**src/rtl/core/bco_pkg.sv**
```systemverilog
// bco_pkg: shape codes, pair classes and fixed field widths for the collision block
`timescale 1ns / 1ps

package bco_pkg;

  // fixed field widths
  localparam int KIND_W = 2;
  localparam int SIZE_W = 15;
  localparam int OV_W   = 17;
  // extent sums (up to twice a radius sum) fit in this width
  localparam int EXT_W  = 18;
  // gap offsets (a difference of two sizes, or a negated size) as a signed value
  localparam int GADD_W = 17;
  localparam int RAD_W  = 16;

  // shape kind codes
  localparam logic [KIND_W-1:0] SHAPE_CIRCLE = 2'd0;
  localparam logic [KIND_W-1:0] SHAPE_RECT   = 2'd1;

  // pair class, settled in the first stage
  typedef enum logic [1:0] {
    PAIR_NONE = 2'd0,
    PAIR_CC   = 2'd1,
    PAIR_RR   = 2'd2,
    PAIR_CR   = 2'd3
  } pair_cls_t;

endpackage

```
**src/rtl/core/bbox_collision_overlap.sv**
```systemverilog
// bbox_collision_overlap: pipelined circle / rectangle collision and overlap test
//
//  channel  dir  beat contents
//  -------  ---  ------------------------------------------------------------
//  s_*      in   one shape pair: kinds, positions and sizes of both shapes
//  m_*      out  one result: colliding flag and per-axis overlap
//
// four register stages, one pair accepted every cycle while the output is not
// stalled; each pair passes through the stages below in order before its
// result is offered on m_*.
// the stages are: difference and class decode, clamp and gap select,
// squaring, then distance compare and overlap. each stage holds its beat
// while the next one is full and stalled, so a stall collapses bubbles and
// never drops or repeats a beat. rst clears the valid bits only.
`timescale 1ns / 1ps

module bbox_collision_overlap
  import bco_pkg::*;
#(
  parameter int COORD_BITS = 16
) (
  input  logic                clk,
  input  logic                rst,
  input  logic                s_tvalid,
  output logic                s_tready,
  // shape_a, a_x, a_y, a_w, a_h, shape_b, b_x, b_y, b_w, b_h, zero pad
  input  logic [((4 * COORD_BITS + 4 * SIZE_W + 2 * KIND_W + 7) / 8) * 8 - 1:0] s_tdata,
  output logic                m_tvalid,
  input  logic                m_tready,
  // colliding, overlap_x, overlap_y, zero pad
  output logic [((1 + 2 * OV_W + 7) / 8) * 8 - 1:0] m_tdata
);

  localparam int C      = COORD_BITS;
  localparam int OUT_BITS = 1 + 2 * OV_W;
  localparam int OUT_W  = ((OUT_BITS + 7) / 8) * 8;

  // field offsets in s_tdata
  localparam int O_KA = 0;
  localparam int O_AX = O_KA + KIND_W;
  localparam int O_AY = O_AX + C;
  localparam int O_AW = O_AY + C;
  localparam int O_AH = O_AW + SIZE_W;
  localparam int O_KB = O_AH + SIZE_W;
  localparam int O_BX = O_KB + KIND_W;
  localparam int O_BY = O_BX + C;
  localparam int O_BW = O_BY + C;
  localparam int O_BH = O_BW + SIZE_W;

  // working widths: differences, magnitudes, doubled gaps, final overlap
  localparam int W  = ((C > SIZE_W + 1) ? C : SIZE_W + 1) + 2;
  localparam int MW = W - 1;
  localparam int GW = W + 2;
  localparam int OW = GW + 1;
  localparam int DW = 2 * MW + 1;

  // input field split
  logic [KIND_W-1:0] ka, kb;
  logic [C-1:0]      ax, ay, bx, by;
  logic [SIZE_W-1:0] aw, ah, bw, bh;

  assign ka = s_tdata[O_KA +: KIND_W];
  assign ax = s_tdata[O_AX +: C];
  assign ay = s_tdata[O_AY +: C];
  assign aw = s_tdata[O_AW +: SIZE_W];
  assign ah = s_tdata[O_AH +: SIZE_W];
  assign kb = s_tdata[O_KB +: KIND_W];
  assign bx = s_tdata[O_BX +: C];
  assign by = s_tdata[O_BY +: C];
  assign bw = s_tdata[O_BW +: SIZE_W];
  assign bh = s_tdata[O_BH +: SIZE_W];

  // stage load enables, back to front
  logic v1, v2, v3, v4;
  logic en1, en2, en3, en4;

  assign en4      = !v4 || m_tready;
  assign en3      = !v3 || en4;
  assign en2      = !v2 || en3;
  assign en1      = !v1 || en2;
  assign s_tready = en1;

  // ---------------------------------------------------------------------
  // stage 1: class decode, circle-first swap, coordinate differences
  // ---------------------------------------------------------------------
  pair_cls_t           cls_next;
  logic                swap;
  logic [C-1:0]        px, py, qx, qy;
  logic [SIZE_W-1:0]   pw, ph, qw, qh;
  logic signed [W-1:0] px_e, py_e, qx_e, qy_e, pw_e, ph_e, qw_e, qh_e;
  logic [RAD_W-1:0]    wsum;
  logic [EXT_W-1:0]    sx_next, sy_next;
  logic [RAD_W-1:0]    rad_next;
  logic signed [GADD_W-1:0] gx_add_next, gy_add_next;

  always_comb begin
    if (ka == SHAPE_CIRCLE && kb == SHAPE_CIRCLE) begin
      cls_next = PAIR_CC;
    end else if (ka == SHAPE_RECT && kb == SHAPE_RECT) begin
      cls_next = PAIR_RR;
    end else if ((ka == SHAPE_CIRCLE && kb == SHAPE_RECT) ||
                 (ka == SHAPE_RECT && kb == SHAPE_CIRCLE)) begin
      cls_next = PAIR_CR;
    end else begin
      cls_next = PAIR_NONE;
    end
  end

  // the circle of a mixed pair always goes to the p side
  assign swap = (ka == SHAPE_RECT) && (kb == SHAPE_CIRCLE);
  assign px = swap ? bx : ax;
  assign py = swap ? by : ay;
  assign pw = swap ? bw : aw;
  assign ph = swap ? bh : ah;
  assign qx = swap ? ax : bx;
  assign qy = swap ? ay : by;
  assign qw = swap ? aw : bw;
  assign qh = swap ? ah : bh;

  assign px_e = {{(W - C){px[C-1]}}, px};
  assign py_e = {{(W - C){py[C-1]}}, py};
  assign qx_e = {{(W - C){qx[C-1]}}, qx};
  assign qy_e = {{(W - C){qy[C-1]}}, qy};
  assign pw_e = {{(W - SIZE_W){1'b0}}, pw};
  assign ph_e = {{(W - SIZE_W){1'b0}}, ph};
  assign qw_e = {{(W - SIZE_W){1'b0}}, qw};
  assign qh_e = {{(W - SIZE_W){1'b0}}, qh};

  assign wsum = {1'b0, pw} + {1'b0, qw};

  // summed extents, squared radius operand and gap offsets per class
  always_comb begin
    case (cls_next)
      PAIR_CC: begin
        sx_next     = {1'b0, wsum, 1'b0};
        sy_next     = {1'b0, wsum, 1'b0};
        rad_next    = wsum;
        gx_add_next = '0;
        gy_add_next = '0;
      end
      PAIR_RR: begin
        sx_next     = {2'b0, wsum};
        sy_next     = {2'b0, ({1'b0, ph} + {1'b0, qh})};
        rad_next    = '0;
        gx_add_next = $signed({2'b0, pw}) - $signed({2'b0, qw});
        gy_add_next = $signed({2'b0, ph}) - $signed({2'b0, qh});
      end
      PAIR_CR: begin
        sx_next     = {2'b0, pw, 1'b0} + {3'b0, qw};
        sy_next     = {2'b0, pw, 1'b0} + {3'b0, qh};
        rad_next    = {1'b0, pw};
        gx_add_next = -$signed({2'b0, qw});
        gy_add_next = -$signed({2'b0, qh});
      end
      default: begin
        sx_next     = '0;
        sy_next     = '0;
        rad_next    = '0;
        gx_add_next = '0;
        gy_add_next = '0;
      end
    endcase
  end

  pair_cls_t           cls1;
  logic signed [W-1:0] dlo_x1, dhi_x1, dup_x1, dlo_y1, dhi_y1, dup_y1;
  logic [EXT_W-1:0]    sx1, sy1;
  logic [RAD_W-1:0]    rad1;
  logic signed [GADD_W-1:0] gx_add1, gy_add1;

  always_ff @(posedge clk) begin
    if (rst) begin
      v1 <= 1'b0;
    end else if (en1) begin
      v1 <= s_tvalid;
    end
  end

  always_ff @(posedge clk) begin
    if (en1) begin
      cls1    <= cls_next;
      dlo_x1  <= px_e - qx_e;
      dhi_x1  <= px_e - qx_e - qw_e;
      dup_x1  <= px_e - qx_e + pw_e;
      dlo_y1  <= py_e - qy_e;
      dhi_y1  <= py_e - qy_e - qh_e;
      dup_y1  <= py_e - qy_e + ph_e;
      sx1     <= sx_next;
      sy1     <= sy_next;
      rad1    <= rad_next;
      gx_add1 <= gx_add_next;
      gy_add1 <= gy_add_next;
    end
  end

  // ---------------------------------------------------------------------
  // stage 2: clamp to the rectangle, distance magnitudes, interval test
  // ---------------------------------------------------------------------
  logic signed [W-1:0] dsel_x, dsel_y, dneg_x, dneg_y;
  logic                rr_hit_next;

  always_comb begin
    case (cls1)
      PAIR_CR: begin
        // below the rectangle, above it, or inside
        if (dlo_x1[W-1]) begin
          dsel_x = dlo_x1;
        end else if (!dhi_x1[W-1] && dhi_x1 != '0) begin
          dsel_x = dhi_x1;
        end else begin
          dsel_x = '0;
        end
        if (dlo_y1[W-1]) begin
          dsel_y = dlo_y1;
        end else if (!dhi_y1[W-1] && dhi_y1 != '0) begin
          dsel_y = dhi_y1;
        end else begin
          dsel_y = '0;
        end
      end
      default: begin
        dsel_x = dlo_x1;
        dsel_y = dlo_y1;
      end
    endcase
  end

  assign dneg_x = -dsel_x;
  assign dneg_y = -dsel_y;

  // strict open-interval overlap on both axes
  assign rr_hit_next = (!dup_x1[W-1] && dup_x1 != '0) && dhi_x1[W-1] &&
                       (!dup_y1[W-1] && dup_y1 != '0) && dhi_y1[W-1];

  pair_cls_t            cls2;
  logic [MW-1:0]        mag_x2, mag_y2;
  logic                 rr_hit2;
  logic signed [GW-1:0] g_x2, g_y2;
  logic [EXT_W-1:0]     sx2, sy2;
  logic [RAD_W-1:0]     rad2;

  always_ff @(posedge clk) begin
    if (rst) begin
      v2 <= 1'b0;
    end else if (en2) begin
      v2 <= v1;
    end
  end

  always_ff @(posedge clk) begin
    if (en2) begin
      cls2    <= cls1;
      mag_x2  <= dsel_x[W-1] ? dneg_x[MW-1:0] : dsel_x[MW-1:0];
      mag_y2  <= dsel_y[W-1] ? dneg_y[MW-1:0] : dsel_y[MW-1:0];
      rr_hit2 <= rr_hit_next;
      g_x2    <= {dlo_x1[W-1], dlo_x1, 1'b0} +
                 {{(GW - GADD_W){gx_add1[GADD_W-1]}}, gx_add1};
      g_y2    <= {dlo_y1[W-1], dlo_y1, 1'b0} +
                 {{(GW - GADD_W){gy_add1[GADD_W-1]}}, gy_add1};
      sx2     <= sx1;
      sy2     <= sy1;
      rad2    <= rad1;
    end
  end

  // ---------------------------------------------------------------------
  // stage 3: squares and absolute centre gaps
  // ---------------------------------------------------------------------
  logic signed [GW-1:0] gneg_x, gneg_y;

  assign gneg_x = -g_x2;
  assign gneg_y = -g_y2;

  pair_cls_t          cls3;
  logic [2*MW-1:0]    sq_x3, sq_y3;
  logic [2*RAD_W-1:0] radsq3;
  logic               rr_hit3;
  logic [GW-2:0]      ga_x3, ga_y3;
  logic [EXT_W-1:0]   sx3, sy3;

  always_ff @(posedge clk) begin
    if (rst) begin
      v3 <= 1'b0;
    end else if (en3) begin
      v3 <= v2;
    end
  end

  always_ff @(posedge clk) begin
    if (en3) begin
      cls3    <= cls2;
      sq_x3   <= mag_x2 * mag_x2;
      sq_y3   <= mag_y2 * mag_y2;
      radsq3  <= rad2 * rad2;
      rr_hit3 <= rr_hit2;
      ga_x3   <= g_x2[GW-1] ? gneg_x[GW-2:0] : g_x2[GW-2:0];
      ga_y3   <= g_y2[GW-1] ? gneg_y[GW-2:0] : g_y2[GW-2:0];
      sx3     <= sx2;
      sy3     <= sy2;
    end
  end

  // ---------------------------------------------------------------------
  // stage 4: distance compare, overlap, output register
  // ---------------------------------------------------------------------
  logic [DW-1:0]        dsq;
  logic                 hit;
  logic signed [OW-1:0] ov_x, ov_y;
  logic [OV_W-1:0]      ovx_next, ovy_next;

  assign dsq = {1'b0, sq_x3} + {1'b0, sq_y3};

  always_comb begin
    case (cls3)
      PAIR_CC, PAIR_CR: hit = dsq <= {{(DW - 2 * RAD_W){1'b0}}, radsq3};
      PAIR_RR:          hit = rr_hit3;
      default:          hit = 1'b0;
    endcase
  end

  assign ov_x = $signed({{(OW - EXT_W){1'b0}}, sx3}) - $signed({2'b0, ga_x3});
  assign ov_y = $signed({{(OW - EXT_W){1'b0}}, sy3}) - $signed({2'b0, ga_y3});

  // zero when apart, never below zero
  assign ovx_next = (hit && !ov_x[OW-1]) ? ov_x[OV_W-1:0] : '0;
  assign ovy_next = (hit && !ov_y[OW-1]) ? ov_y[OV_W-1:0] : '0;

  logic            colliding;
  logic [OV_W-1:0] overlap_x, overlap_y;

  always_ff @(posedge clk) begin
    if (rst) begin
      v4 <= 1'b0;
    end else if (en4) begin
      v4 <= v3;
    end
  end

  always_ff @(posedge clk) begin
    if (en4) begin
      colliding <= hit;
      overlap_x <= ovx_next;
      overlap_y <= ovy_next;
    end
  end

  // result beat
  assign m_tvalid = v4;
  assign m_tdata  = {{(OUT_W - OUT_BITS){1'b0}}, overlap_y, overlap_x, colliding};

endmodule
```
**config.mk**
```make
export PLATFORM = sky130hd
export DESIGN_NAME = bbox_collision_overlap
export DESIGN_NICKNAME = d
export VERILOG_FILES = /design/src/rtl/core/bco_pkg.sv /design/src/rtl/core/bbox_collision_overlap.sv
export SDC_FILE = /design/constraint.sdc
export NUM_CORES = 2
export LEC_CHECK = 0
export BUFFER_PORTS_ARGS = -buffer_cell sky130_fd_sc_hd__clkbuf_2
export CAP_MARGIN = 30
export CORE_AREA = 2 2 294 442
export CTS_CLUSTER_DIAMETER = 200
export DETAILED_ROUTE_END_ITERATION = 16
export DIE_AREA = 0 0 296 444
export GPL_TIMING_DRIVEN = 0
export PLACE_DENSITY = 0.73
export SLEW_MARGIN = 20
export SYNTH_ARGS = -nofsm -noshare
export SYNTH_HDL_FRONTEND = slang
export SYNTH_SLANG_ARGS = --single-unit
export TNS_END_PERCENT = 30
```
**constraint.sdc**
```tcl
create_clock -name clk -period 10.6 [get_ports clk]
set_clock_uncertainty 0.2 [all_clocks]
set_input_delay 2.12 -clock clk [delete_from_list [all_inputs] [get_ports clk]]
set_output_delay 2.12 -clock clk [all_outputs]
set_load 0.005 [all_outputs]
```
==> flow_metrics.tcl <==
set metrics [dict create \
    number_of_vias_after_detailed_routing 43044 \
    synth-main-ff-cell "sky130_fd_sc_hd__edfxtp_1" \
    worst-setup-path-type "in -> reg" \
    post_route_cells_drive_above_1_share_pct 5.496 \
    cells_resized_by_post_cts_repair 0 \
    place.detailed.hpwl_um 129400 \
    grt_use_total_pct 23.54 \
    timing.critical_path.mode_cell "sky130_fd_sc_hd__o21ai_0" \
    die_area_sq_um 131400 \
    synthTopCellsByArea "sky130_fd_sc_hd__edfxtp_1 28%, sky130_fd_sc_hd__fa_1 19%, sky130_fd_sc_hd__ha_1 13%" \
    final_period_minus_worst_setup_slack_ns 9.960 \
    clkSlewWorstSetupHoldPaths_ns 0.06 \
    cts_hold_repair.buffers 0 \
    pins_over_slew_limit 0 \
    synth-edff-count 524 \
    layout.filler_cells 11897 \
    crit_arrival_ns 10.13 \
    rows 161 \
    timing.critical_path.cells "clkbuf_2, nor4b_4, buf_2, buf_2, buf_1, buf_2, clkbuf_1, clkbuf_1, buf_1, nand2_1, nand2_1, ha_1, nor2b_1, o21ai_0, a21boi_0, o21ai_0, a21boi_0, o21ai_0, a21boi_0, o21a_1, o41ai_1, o211ai_1, o21ai_0, xnor2_1" \
    detail_route.vias_per_cell 5.436 \
    timing.final.ws_setup_ns 0.6396 \
    core_area_sq_um 127700 \
    ys_types 91 \
    portBuffers 164 \
    cp-end-kind "flip-flop" \
    placed_cell_area_sq_um 60350 \
    cts_tree "built" \
    initial_antenna_violation_count 8 \
    min_path_type "reg -> reg" \
    cts-buffers-inserted 54 \
    post-cts-setup-buffers 0 \
    top_level_ports 174 \
    drv.max_cap_violation_count 0 \
    synth.yosys.seq_area_share_pct 27.69 \
    max-clock-path-buffers 3 \
    crit_path_top_delay_cell "sky130_fd_sc_hd__clkbuf_1" \
    drcViolationCount 0 \
    multi_input_logic_area_sq_um 36770 \
    yosys_register_bits 528 \
    fin_crit_sh_pct 93.97 \
    route.antenna.remaining_nets 0 \
    max_slew.worst_pin.slew_ns 1.021 \
    final_cell_area_sq_um 62260 \
    overflow 0 \
    rsz0062_at_grt "no" \
    run_status "completed" \
    chip_width_um 296 \
    wire_length_of_the_first_global_routing_pass_um 238100 \
    cts.sinks 528 \
    ys_async_sr_fraction_pct 0 \
    most_area_hungry_cell_type_in_the_yosys_netlist "sky130_fd_sc_hd__edfxtp_1" \
    die_h_um 444 \
    timing.critical_path.from_type "input port" \
    routabilityCongestion 0.9825 \
    fin_nets 7432 \
    finalCoreUtilization_pct 48.75 \
    setup-violations-final 0 \
    initial_core_util_pct 44.73 \
    synth_instances 5923 \
    regToRegSetupSlack_ns 2.18 \
    cp.buffers_inverters 8 \
    final_wl_um 153400 \
    grt_pass1_vias 45140 \
    seq_area_sq_um 15820 \
    htree_levels 2 \
    yosys.area.top_type_share_pct 27.55 \
    timing_hold_violations_final 0 \
    grt_start_max_net_pins 70 \
    yosys_warnings 0 \
    post_synth_instance_area_sq_um 57120 \
    clk_root_buffer_cell "sky130_fd_sc_hd__clkbuf_16" \
    place_worst_setup_slack_ns 0.08339 \
    slew-limit-headroom_pct 31.91 \
    critPathRequiredTime_ns 10.77 \
    synthToLayoutAreaGrowth_pct 8.994 \
    worstSkewPairLatency_ns 0.65 \
    cp_slowest_stage_delay_ns 0.81 \
    critical_path.max_fanout 10 \
    postSynthAreaPerCell_sq_um 9.644 \
    clock.fmax_mhz 100.4 \
    post_drt_wl_per_cell_um 19.38 \
    drt_first_pass_iters 8 \
    drtIter0Drc 2703 \
    critPathTopFamily "buffers and inverters" \
]
==> path summary, 6_finish.rpt <==
| check | from | to | depth (start not counted) |
|---|---|---|---|
| max | s_tdata[1] | dup_x1[16] | 24 |
| min | sx1[1] | sx2[1] | 0 |
| max reg2reg | mag_x2[5] | sq_x3[33] | 26 |
| min reg2reg | sx1[1] | sx2[1] | 0 |
==> cells in the mapped netlist, types with 16 or more instances <==
cell                       instances
sky130_fd_sc_hd__maj3_1           25
sky130_fd_sc_hd__nor3_1           81
sky130_fd_sc_hd__a21o_1          109
sky130_fd_sc_hd__fa_1            556
sky130_fd_sc_hd__or2_2            16
sky130_fd_sc_hd__ha_1            583
sky130_fd_sc_hd__a31oi_1          42
sky130_fd_sc_hd__and3_1           23
sky130_fd_sc_hd__nand2_1         570
sky130_fd_sc_hd__nor3b_1          17
sky130_fd_sc_hd__nor4_1           27
sky130_fd_sc_hd__o21a_1           32
sky130_fd_sc_hd__o211ai_1         25
sky130_fd_sc_hd__a21oi_1         261
sky130_fd_sc_hd__o21ai_0         211
sky130_fd_sc_hd__nor2b_1          83
sky130_fd_sc_hd__xor2_1          107
sky130_fd_sc_hd__a211oi_1         23
sky130_fd_sc_hd__and2_1          179
sky130_fd_sc_hd__o31ai_1          33
sky130_fd_sc_hd__xnor2_1         295
sky130_fd_sc_hd__inv_1          1053
sky130_fd_sc_hd__edfxtp_1        524
sky130_fd_sc_hd__o21bai_1         53
sky130_fd_sc_hd__a21boi_0         44
sky130_fd_sc_hd__o22ai_1          33
sky130_fd_sc_hd__nor2_1          335
sky130_fd_sc_hd__a22oi_1          28
sky130_fd_sc_hd__mux2i_1          29
sky130_fd_sc_hd__or3_1            17
sky130_fd_sc_hd__nand4_1          19
sky130_fd_sc_hd__nand3_1          64
sky130_fd_sc_hd__nand2b_1         65
sky130_fd_sc_hd__clkbuf_1        119
==> stage by stage <==
stage,TNS (ns),hold slack (ns),cells
2_1_floorplan,0,0.2003,5927
3_3_place_gp,-1.686,0.2005,7802
3_5_place_dp,0,0.2045,7812
4_1_cts,0,0.2088,7912
5_1_grt,0,0.2144,7918
6_report,0,0.2047,7918
==> cells in the final DEF, fill, tap and decap left out, types with 42 or more instances in the layout <==
cell type                   count
sky130_fd_sc_hd__nand2_1      568
sky130_fd_sc_hd__a21boi_0      44
sky130_fd_sc_hd__fa_1         556
sky130_fd_sc_hd__edfxtp_1     524
sky130_fd_sc_hd__o21ai_0      210
sky130_fd_sc_hd__a21o_1       109
sky130_fd_sc_hd__a31oi_1       42
sky130_fd_sc_hd__o21bai_1      53
sky130_fd_sc_hd__clkbuf_2     166
sky130_fd_sc_hd__inv_1       1051
sky130_fd_sc_hd__xor2_1       107
sky130_fd_sc_hd__ha_1         583
sky130_fd_sc_hd__xnor2_1      295
sky130_fd_sc_hd__nor2_1       335
sky130_fd_sc_hd__nor3_1        81
sky130_fd_sc_hd__nand3_1       64
sky130_fd_sc_hd__nor2b_1       83
sky130_fd_sc_hd__nand2b_1      65
sky130_fd_sc_hd__clkbuf_16     55
sky130_fd_sc_hd__clkbuf_1     125
sky130_fd_sc_hd__and2_1       179
sky130_fd_sc_hd__a21oi_1      261
==> cell families (layout without fill, tap and decap cells) <==
family / after synthesis / count (layout) / synth area share [%]
and+or+nand+nor: 1546 / 1546 / 12.90
buffers and inverters: 1204 / 1482 / 8.012
adders and majority gates: 1164 / 1164 / 32.69
AOI/OAI and AO/OA: 1043 / 1043 / 11.90
DFF: 528 / 528 / 27.69
xor gates and xnor gates: 403 / 403 / 6.192
muxes: 34 / 34 / 0.6067
other: 1 / 7 / 0.006565
==> sequential cells by signal, summed over array words and instances (netlist names), 18 cells and up <==
signal,flops
sq_x3,33
sq_y3,33
radsq3,31
g_x2,19
g_y2,19
ga_x3,19
ga_y3,19
dhi_x1,18
dhi_y1,18
dup_x1,18
dup_y1,18
==> cell type report <==
type / count / share of cell area, %
Clock inverter: 39 / 0.7576
Clock buffer: 61 / 2.247
Sequential cell: 528 / 25.40
Antenna cell: 2 / 0.008039
Buffer: 149 / 0.9928
Tap cell: 1711 / 3.439
Multi-Input combinational cell: 4195 / 59.06
Inverter: 1055 / 6.369
Timing Repair Buffer: 178 / 1.722
==> routing by layer <==
metal	track usage [%]	part of all wire, %	vias to the layer above	wire [um]
li1	-	-	20264	-
met1	24.52	35	20825	53290
met2	42.33	51	1445	77910
met3	2.583	4.9	508	7462
met4	19.30	9.6	2	14750
met5	0	0.0085	-	13
Power is left out: the tool's default activity adds up to more than one toggle a clock period on the data nets, which glitch-free logic cannot reach.
